File: src/hw/rtl/rbs_pkg.sv
// types, codes and backoff table shared by the reconnect backoff scheduler
package rbs_pkg;

    localparam int unsigned TIME_W   = 48;
    localparam int unsigned DL_W     = 49;
    localparam int unsigned WIN_W    = 32;
    localparam int unsigned CNT_W    = 32;
    localparam int unsigned STAGE_W  = 4;
    localparam int unsigned GEN_W    = 48;
    localparam int unsigned BOFF_W   = 14;
    localparam int unsigned CFG_IDX_W = 1;

    localparam logic [CFG_IDX_W-1:0] CFG_ENABLE       = 1'b0;
    localparam logic [CFG_IDX_W-1:0] CFG_STAGE_WINDOW = 1'b1;

    localparam logic [STAGE_W-1:0] STAGE_IDLE          = 4'd0;
    localparam logic [STAGE_W-1:0] STAGE_REQUEST_READY = 4'd1;
    localparam logic [STAGE_W-1:0] STAGE_CONNECTED     = 4'd10;

    localparam logic [CNT_W-1:0] CNT_MAX = {CNT_W{1'b1}};

    typedef enum logic [1:0] {
        ACT_NONE      = 2'd0,
        ACT_FAILED    = 2'd1,
        ACT_SCHEDULED = 2'd2,
        ACT_REBUILD   = 2'd3
    } t_action;

    typedef struct packed {
        logic               enable;
        logic [WIN_W-1:0]   stage_window;
    } t_cfg;

    typedef struct packed {
        logic               req_type;
        logic [TIME_W-1:0]  now_time;
        logic               link_failed;
        logic [STAGE_W-1:0] next_stage;
        logic [GEN_W-1:0]   next_gen;
    } t_event;

    typedef struct packed {
        logic    progress_ok;
        t_action action;
    } t_result;

    // backoff in ms, capped at the last table entry
    function automatic logic [BOFF_W-1:0] rbs_backoff(input logic [CNT_W-1:0] count);
        logic [2:0] idx;
        logic [BOFF_W-1:0] ms;
        idx = (count < CNT_W'(4)) ? {1'b0, count[1:0]} : 3'd4;
        case (idx)
            3'd0:    ms = 14'd1000;
            3'd1:    ms = 14'd2000;
            3'd2:    ms = 14'd4000;
            3'd3:    ms = 14'd8000;
            default: ms = 14'd16000;
        endcase
        return ms;
    endfunction

endpackage

File: src/hw/rtl/rbs_engine.sv
// scheduler state and combinational decision logic for one event
module rbs_engine
    import rbs_pkg::*;
(
    input  logic    i_clk,
    input  logic    i_rst_n,
    input  t_cfg    i_cfg,
    input  logic    i_evt_valid,
    input  t_event  i_evt,
    output t_result o_res
);

    logic               r_busy;
    logic [DL_W-1:0]    r_stage_deadline;
    logic [DL_W-1:0]    r_overall_deadline;
    logic [DL_W-1:0]    r_retry_time;
    logic [CNT_W-1:0]   r_attempts;
    logic [STAGE_W-1:0] r_stage;
    logic [GEN_W-1:0]   r_gen;

    logic               n_busy;
    logic [DL_W-1:0]    n_stage_deadline;
    logic [DL_W-1:0]    n_overall_deadline;
    logic [DL_W-1:0]    n_retry_time;
    logic [CNT_W-1:0]   n_attempts;
    logic [STAGE_W-1:0] n_stage;
    logic [GEN_W-1:0]   n_gen;

    logic [DL_W-1:0] now_ext;
    logic [DL_W-1:0] retry_at;
    logic [DL_W-1:0] stage_limit;
    logic [DL_W-1:0] overall_limit;
    logic            past_stage_dl;
    logic            prog_ok;

    assign now_ext       = {1'b0, i_evt.now_time};
    assign retry_at      = now_ext + DL_W'(rbs_backoff(r_attempts));
    assign stage_limit   = now_ext + DL_W'(i_cfg.stage_window);
    assign overall_limit = now_ext + DL_W'({i_cfg.stage_window, 2'b00});
    assign past_stage_dl = now_ext >= r_stage_deadline;

    assign prog_ok = i_cfg.enable && r_busy && !past_stage_dl
                     && (i_evt.next_gen != '0)
                     && ((r_gen == '0) || (i_evt.next_gen == r_gen))
                     && (i_evt.next_stage > r_stage)
                     && (i_evt.next_stage < STAGE_CONNECTED);

    always_comb begin
        n_busy             = r_busy;
        n_stage_deadline   = r_stage_deadline;
        n_overall_deadline = r_overall_deadline;
        n_retry_time       = r_retry_time;
        n_attempts         = r_attempts;
        n_stage            = r_stage;
        n_gen              = r_gen;
        o_res.progress_ok  = 1'b0;
        o_res.action       = ACT_NONE;
        if (i_evt.req_type) begin
            o_res.progress_ok = prog_ok;
            if (prog_ok) begin
                n_gen   = i_evt.next_gen;
                n_stage = i_evt.next_stage;
                n_stage_deadline = (stage_limit < r_overall_deadline) ? stage_limit
                                                                      : r_overall_deadline;
            end
        end else if (i_cfg.enable && (i_cfg.stage_window != '0)) begin
            if (r_busy) begin
                if (i_evt.link_failed || past_stage_dl) begin
                    n_busy           = 1'b0;
                    n_stage_deadline = '0;
                    n_retry_time     = retry_at;
                    o_res.action     = ACT_FAILED;
                end
            end else if (r_retry_time == '0) begin
                n_retry_time = retry_at;
                o_res.action = ACT_SCHEDULED;
            end else if (now_ext >= r_retry_time) begin
                if (r_attempts != CNT_MAX) begin
                    n_attempts = r_attempts + CNT_W'(1);
                end
                n_retry_time       = '0;
                n_busy             = 1'b1;
                n_stage_deadline   = stage_limit;
                n_overall_deadline = overall_limit;
                n_stage            = STAGE_REQUEST_READY;
                n_gen              = '0;
                o_res.action       = ACT_REBUILD;
            end
        end
    end

    always_ff @(posedge i_clk) begin
        if (!i_rst_n) begin
            r_busy             <= 1'b0;
            r_stage_deadline   <= '0;
            r_overall_deadline <= '0;
            r_retry_time       <= '0;
            r_attempts         <= '0;
            r_stage            <= STAGE_IDLE;
            r_gen              <= '0;
        end else if (i_evt_valid) begin
            r_busy             <= n_busy;
            r_stage_deadline   <= n_stage_deadline;
            r_overall_deadline <= n_overall_deadline;
            r_retry_time       <= n_retry_time;
            r_attempts         <= n_attempts;
            r_stage            <= n_stage;
            r_gen              <= n_gen;
        end
    end

    a_attempts_monotonic: assert property (@(posedge i_clk) disable iff (!i_rst_n)
        $past(i_rst_n) |-> r_attempts >= $past(r_attempts))
        else $error("attempt count went down");

    a_busy_unscheduled: assert property (@(posedge i_clk) disable iff (!i_rst_n)
        r_busy |-> r_retry_time == '0)
        else $error("retry scheduled while an attempt is in flight");

    a_rebuild_sets_busy: assert property (@(posedge i_clk) disable iff (!i_rst_n)
        i_evt_valid && (o_res.action == ACT_REBUILD) |=> r_busy)
        else $error("rebuild did not start an attempt");

    a_deadline_order: assert property (@(posedge i_clk) disable iff (!i_rst_n)
        r_busy |-> r_stage_deadline <= r_overall_deadline)
        else $error("stage deadline past overall deadline");

endmodule

File: src/hw/rtl/reconnect_backoff_scheduler.sv
// reconnect retry scheduler with capped exponential backoff, stream top level
//
// Usage: events enter on the s_axis channel, one result per event leaves on
// the m_axis channel in the same order. s_axis_tuser selects a tick (0) or a
// progress observation (1); tdata carries time, link failure, phase and
// generation. m_axis_tdata carries the tick action and the progress verdict.
// Configuration (enable, stage window) is written through i_cfg_we/addr/wdata; the
// user must do so while no event is in flight (not enforced by the block). A write
// takes effect at the next clock edge. An accepted transfer waits in the input
// register until the output register is free or read, then is decided and registered
// there for m_axis. One event per cycle is taken while the receiver does not stall;
// each is one pass of adds and compares on the scheduler state the prior one left.
// Reset clears the schedule state and both registers (schedule disabled).
// When the receiver stalls, the result stays in the output register and one
// further event is held in the input register; s_axis_tready then drops.
module reconnect_backoff_scheduler
    import rbs_pkg::*;
(
    input  logic                 i_clk,
    input  logic                 i_rst_n,
    input  logic                 i_cfg_we,
    input  logic [CFG_IDX_W-1:0] i_cfg_addr,
    input  logic [WIN_W-1:0]     i_cfg_wdata,
    input  logic                 s_axis_tvalid,
    output logic                 s_axis_tready,
    // now_time[47:0], link_failed[48], next_stage[52:49], next_gen[100:53], zero pad
    input  logic [103:0]         s_axis_tdata,
    // req_type
    input  logic                 s_axis_tuser,
    output logic                 m_axis_tvalid,
    input  logic                 m_axis_tready,
    // action[1:0], progress_ok[2], zero pad
    output logic [7:0]           m_axis_tdata
);

    t_cfg    r_cfg;
    logic    r_in_valid;
    t_event  r_in;
    logic    r_out_valid;
    t_result r_out;
    t_result res;
    logic    advance;

    assign advance       = r_in_valid && (!r_out_valid || m_axis_tready);
    assign s_axis_tready = !r_in_valid || advance;

    always_ff @(posedge i_clk) begin
        if (!i_rst_n) begin
            r_cfg <= '0;
        end else if (i_cfg_we) begin
            case (i_cfg_addr)
                CFG_ENABLE:       r_cfg.enable       <= i_cfg_wdata[0];
                CFG_STAGE_WINDOW: r_cfg.stage_window <= i_cfg_wdata;
                default:          r_cfg              <= r_cfg;
            endcase
        end
    end

    always_ff @(posedge i_clk) begin
        if (!i_rst_n) begin
            r_in_valid <= 1'b0;
        end else if (s_axis_tready) begin
            r_in_valid <= s_axis_tvalid;
        end
    end

    always_ff @(posedge i_clk) begin
        if (s_axis_tvalid && s_axis_tready) begin
            r_in.req_type    <= s_axis_tuser;
            r_in.now_time    <= s_axis_tdata[47:0];
            r_in.link_failed <= s_axis_tdata[48];
            r_in.next_stage  <= s_axis_tdata[52:49];
            r_in.next_gen    <= s_axis_tdata[100:53];
        end
    end

    rbs_engine u_engine (
        .i_clk       (i_clk),
        .i_rst_n     (i_rst_n),
        .i_cfg       (r_cfg),
        .i_evt_valid (advance),
        .i_evt       (r_in),
        .o_res       (res)
    );

    always_ff @(posedge i_clk) begin
        if (!i_rst_n) begin
            r_out_valid <= 1'b0;
        end else if (advance) begin
            r_out_valid <= 1'b1;
        end else if (m_axis_tready) begin
            r_out_valid <= 1'b0;
        end
    end

    always_ff @(posedge i_clk) begin
        if (advance) begin
            r_out <= res;
        end
    end

    assign m_axis_tvalid = r_out_valid;
    assign m_axis_tdata  = {5'b0, r_out.progress_ok, r_out.action};

    a_progress_no_action: assert property (@(posedge i_clk) disable iff (!i_rst_n)
        r_out_valid |-> !(r_out.progress_ok && (r_out.action != ACT_NONE)))
        else $error("result carries both a tick action and a progress verdict");

    a_advance_delivers: assert property (@(posedge i_clk) disable iff (!i_rst_n)
        advance |=> r_out_valid)
        else $error("decided event produced no result");

endmodule

File: config.mk
export PLATFORM = sky130hd
export DESIGN_NAME = reconnect_backoff_scheduler
export DESIGN_NICKNAME = d
export VERILOG_FILES = /design/src/hw/rtl/rbs_pkg.sv /design/src/hw/rtl/rbs_engine.sv /design/src/hw/rtl/reconnect_backoff_scheduler.sv
export SDC_FILE = /design/constraint.sdc
export NUM_CORES = 1
export LEC_CHECK = 0
export BUFFER_PORTS_ARGS = -buffer_cell sky130_fd_sc_hd__buf_2
export CORE_ASPECT_RATIO = 1.2
export CORE_MARGIN = 8
export CORE_UTILIZATION = 65
export DETAILED_ROUTE_END_ITERATION = 8
export PLACE_DENSITY = 0.86
export RECOVER_POWER = 100
export SETUP_SLACK_MARGIN = 0.3
export SLEW_MARGIN = 20
export SYNTH_ARGS = -nofsm -noshare
export SYNTH_HDL_FRONTEND = slang
export SYNTH_HIERARCHICAL = 1
export SYNTH_SLANG_ARGS = --single-unit
File: constraint.sdc
create_clock -name i_clk -period 13.2 [get_ports i_clk]
set_clock_uncertainty 0.05 [all_clocks]
set_input_delay 1.32 -clock i_clk [delete_from_list [all_inputs] [get_ports i_clk]]
set_output_delay 1.32 -clock i_clk [all_outputs]
set_load 0.005 [all_outputs]
==> flow_summary.yaml <==
outcome:
  outcome: "finished with violations"
  violations: "capacitance limit, slew limit"
worst_hold_path:
  min_path_type: "reg2reg"
  hold_depth: 2
  hp-start: "u_engine/r_overall_deadline[39]$_SDFFE_PN0P_"
pwr:
  p_switching_mw: 0.774
  p_seq_frac: 0.441
  comb_power_share: 0.134
  p_sw_frac: 0.272
  powerDensity_nw_per_um2: 112
  leakagePower_nw: 9.54
  vdd_ir_drop_max_v: 0.000107
  p_clk_frac: 0.424
  p_int_mw: 2.07
clock_tree:
  cts_setup_buffers: 0
  clock_latency_ns: 0.58
  clockBufferDepth: 3
  root_buffer: "clkbuf_16"
  path_clk_slew_ns: 0.06
  h-tree-depth: 2
  cts_tree: "done"
  cts.sinks: 372
  cts.hold.buffers_added: 0
  ctsResizeCount: 0
  numCtsBuffers: 40
synth:
  synthTopCellsByArea: "dfxtp_1 (23%), edfxtp_1 (14%), ha_1 (12%), xnor2_1 (5.1%), a21oi_1 (4.6%)"
  synth_cells: 2656
  synthArstFlopShare: 0
  synth.cell_area_sq_um: 23300
  synth_xor_area_frac: 0.0711
  yosysSeqAreaShare: 0.365
  synth_top_cell_by_area: "dfxtp_1"
  yosys_warnings: 6
  synth_top_family_by_area: "compound AO/OA/AOI/OAI gates"
  synth_top_area_share: 0.229
  synthDistinctLibCells: 81
  synth_edf_count: 105
  synthSimpleGateAreaFrac: 0.171
  synth-compound-area-share: 0.200
  synthMuxAreaShare: 0.00720
  syn_avg_cell_area_sq_um: 8.77
  synth_ff_type: "dfxtp_1"
  synth_seq_cells: 372
  synthAdderAreaFrac: 0.122
setup_path:
  crit_path_start: "r_in[53]$_DFFE_PP_"
  crit_fanout: 46
  rr_worst_depth: 24
  cp.required_ns: 13.54
  start_kind: "flop"
  worstPathArrival_ns: 10.25
  crit_type: "reg2reg"
  r2r_start: "r_in[53]$_DFFE_PP_"
  cp-end-kind: "flop"
finish:
  register_area_sq_um: 8500
  fin_cells: 3231
  final_util: 0.710
  fillers: 2759
  nNetsFinal: 3101
  syn_to_final_growth_pct: 8.61
  final_common_cell: "dfxtp_1"
  most-common-layout-cells: "dfxtp_1 (267), ha_1 (223), a21oi_1 (213)"
  antenna_cells: 0
  drive_gt1_frac: 0.0861
  multi_input_area_sq_um: 13200
  stdcell_area_sq_um: 25300
timing:
  whs_ns: 0.412
  max_freq_mhz: 101
  finalCritPeriodShare: 0.750
  slew_violations: 459
  finalHoldViolations: 0
  rsz0062_at_grt: "false"
  period_needed_ns: 9.90
  setup_viol: 0
  tns_ns: 0
  worst_pin_slew_ns: 3.99
  slew_headroom: -1.66
placement:
  dp.cells: 3155
  gp_congestion: 0.965
  io_buffers: 144
  dpl_cell_area_sq_um: 24000
  place_hpwl_um: 47700
global_route:
  grt_pass1_vias: 20834
  overflow: 0
  grt_pass1_wl_um: 106000
  grt_usage: 0.305
  antenna_found_initial: 1
  grt_max_degree: 99
floorplan:
  boundaryPins: 153
  row_count: 76
  die-area_sq_um: 42200
  chipWidth_um: 189
  die_h_um: 223
  core_area_sq_um: 35700
  start_util: 0.653
routing:
  drtIter0Drc: 1815
  wl_per_cell_um: 20.7
  vias_per_cell: 6.50
  drc_errors: 0
  antenna_left: 0
  vias: 21016
  dr.pass1.iters: 6
  wirelength_um: 66800
job:
  cap_violations: 9
[registers in the layout, indices dropped and copies added, names as in the netlist]
name,count
r_cfg,33
u_engine/r_gen,48
u_engine/r_busy,1
u_engine/r_attempts,32
u_engine/r_overall_deadline,49
u_engine/r_stage,4
r_in,102
r_in_valid,1
u_engine/r_stage_deadline,49
m_axis_tvalid,1
u_engine/r_retry_time,49
m_axis_tdata,3
[worst paths after layout]
check | slack [ns] | end
min reg2reg | 0.41 | u_engine/r_overall_deadline[39]$_SDFFE_PN0P_
max reg2reg | 3.30 | u_engine/r_stage_deadline[35]$_SDFFE_PN0P_
min | 0.41 | u_engine/r_overall_deadline[39]$_SDFFE_PN0P_
max | 3.30 | u_engine/r_stage_deadline[35]$_SDFFE_PN0P_
[critical path, stage by stage (launching register included)]
cell      delay, ns
edfxtp_1       0.45
ha_1           0.24
inv_1          0.07
fa_1           0.41
nand2b_1       0.19
a21oi_1        0.27
o21a_1         0.20
a31oi_1        0.25
o21ai_0        0.41
a21oi_1        0.31
nor3_1         0.74
a21boi_0       0.22
or2_2          0.34
ha_1           0.30
nand4_1        0.13
nor2_1         0.12
nand2_1        0.11
or3_1          0.43
nor4bb_1       0.33
a22o_1         0.17
clkbuf_1       1.49
and2_0         1.36
nor2_2         0.61
a22oi_1        0.36
a21oi_1        0.13
[logic make-up (layout without fill, tap and decap cells)]
kind of cell,count (synthesis),count (layout)
adders and majority gates,226,226
DFF,372,372
muxes,16,16
and+or+nand+nor,803,803
other,1,5
AOI/OAI and AO/OA,715,715
xor gates and xnor gates,189,189
buffers and inverters,334,437
[power by group through the flow]
stage	logic, mW	registers [mW]	clock network, mW
after global routing	0.423	1.26	1.25
after CTS	0.379	1.25	1.21
after floorplan	0.282	1.25	0
after detailed placement	0.375	1.28	0
final	0.382	1.25	1.21
after global placement	0.357	1.27	0
[synthesized netlist by cell type, types with 36 or more instances]
master / n
dfxtp_1: 267
ha_1: 223
a21oi_1: 212
nand2_1: 207
nor2_1: 207
inv_1: 204
o21ai_0: 138
xnor2_1: 136
edfxtp_1: 105
nand4_1: 100
clkbuf_1: 72
a22oi_1: 67
nor4_1: 63
nand3_1: 59
xor2_1: 53
a22o_1: 52
a211oi_1: 41
nor3_1: 37
a21o_1: 36
[through the flow]
stage	power [mW]	setup WS [ns]
after global routing	2.93	2.99
after global placement	1.63	6.21
after floorplan	1.54	6.23
final	2.84	3.30
after CTS	2.84	5.91
after detailed placement	1.65	5.97
[final cells by class]
class / instances / area share
Tap cell: 468 / 0.0231
Sequential cell: 372 / 0.336
Clock buffer: 50 / 0.0435
Inverter: 204 / 0.0303
Timing Repair Buffer: 160 / 0.0320
Clock inverter: 23 / 0.0129
Multi-Input combinational cell: 1954 / 0.522
[metal layers]
layer / global-route usage / part of all wire / routed length [um]
met2: 0.517 / 0.48 / 31800
met5: 0 / 0 / 0
met3: 0.0492 / 0.073 / 4850
met1: 0.364 / 0.40 / 26500
met4: 0.168 / 0.055 / 3670
Note: power is estimated with default switching activity, not from simulation.
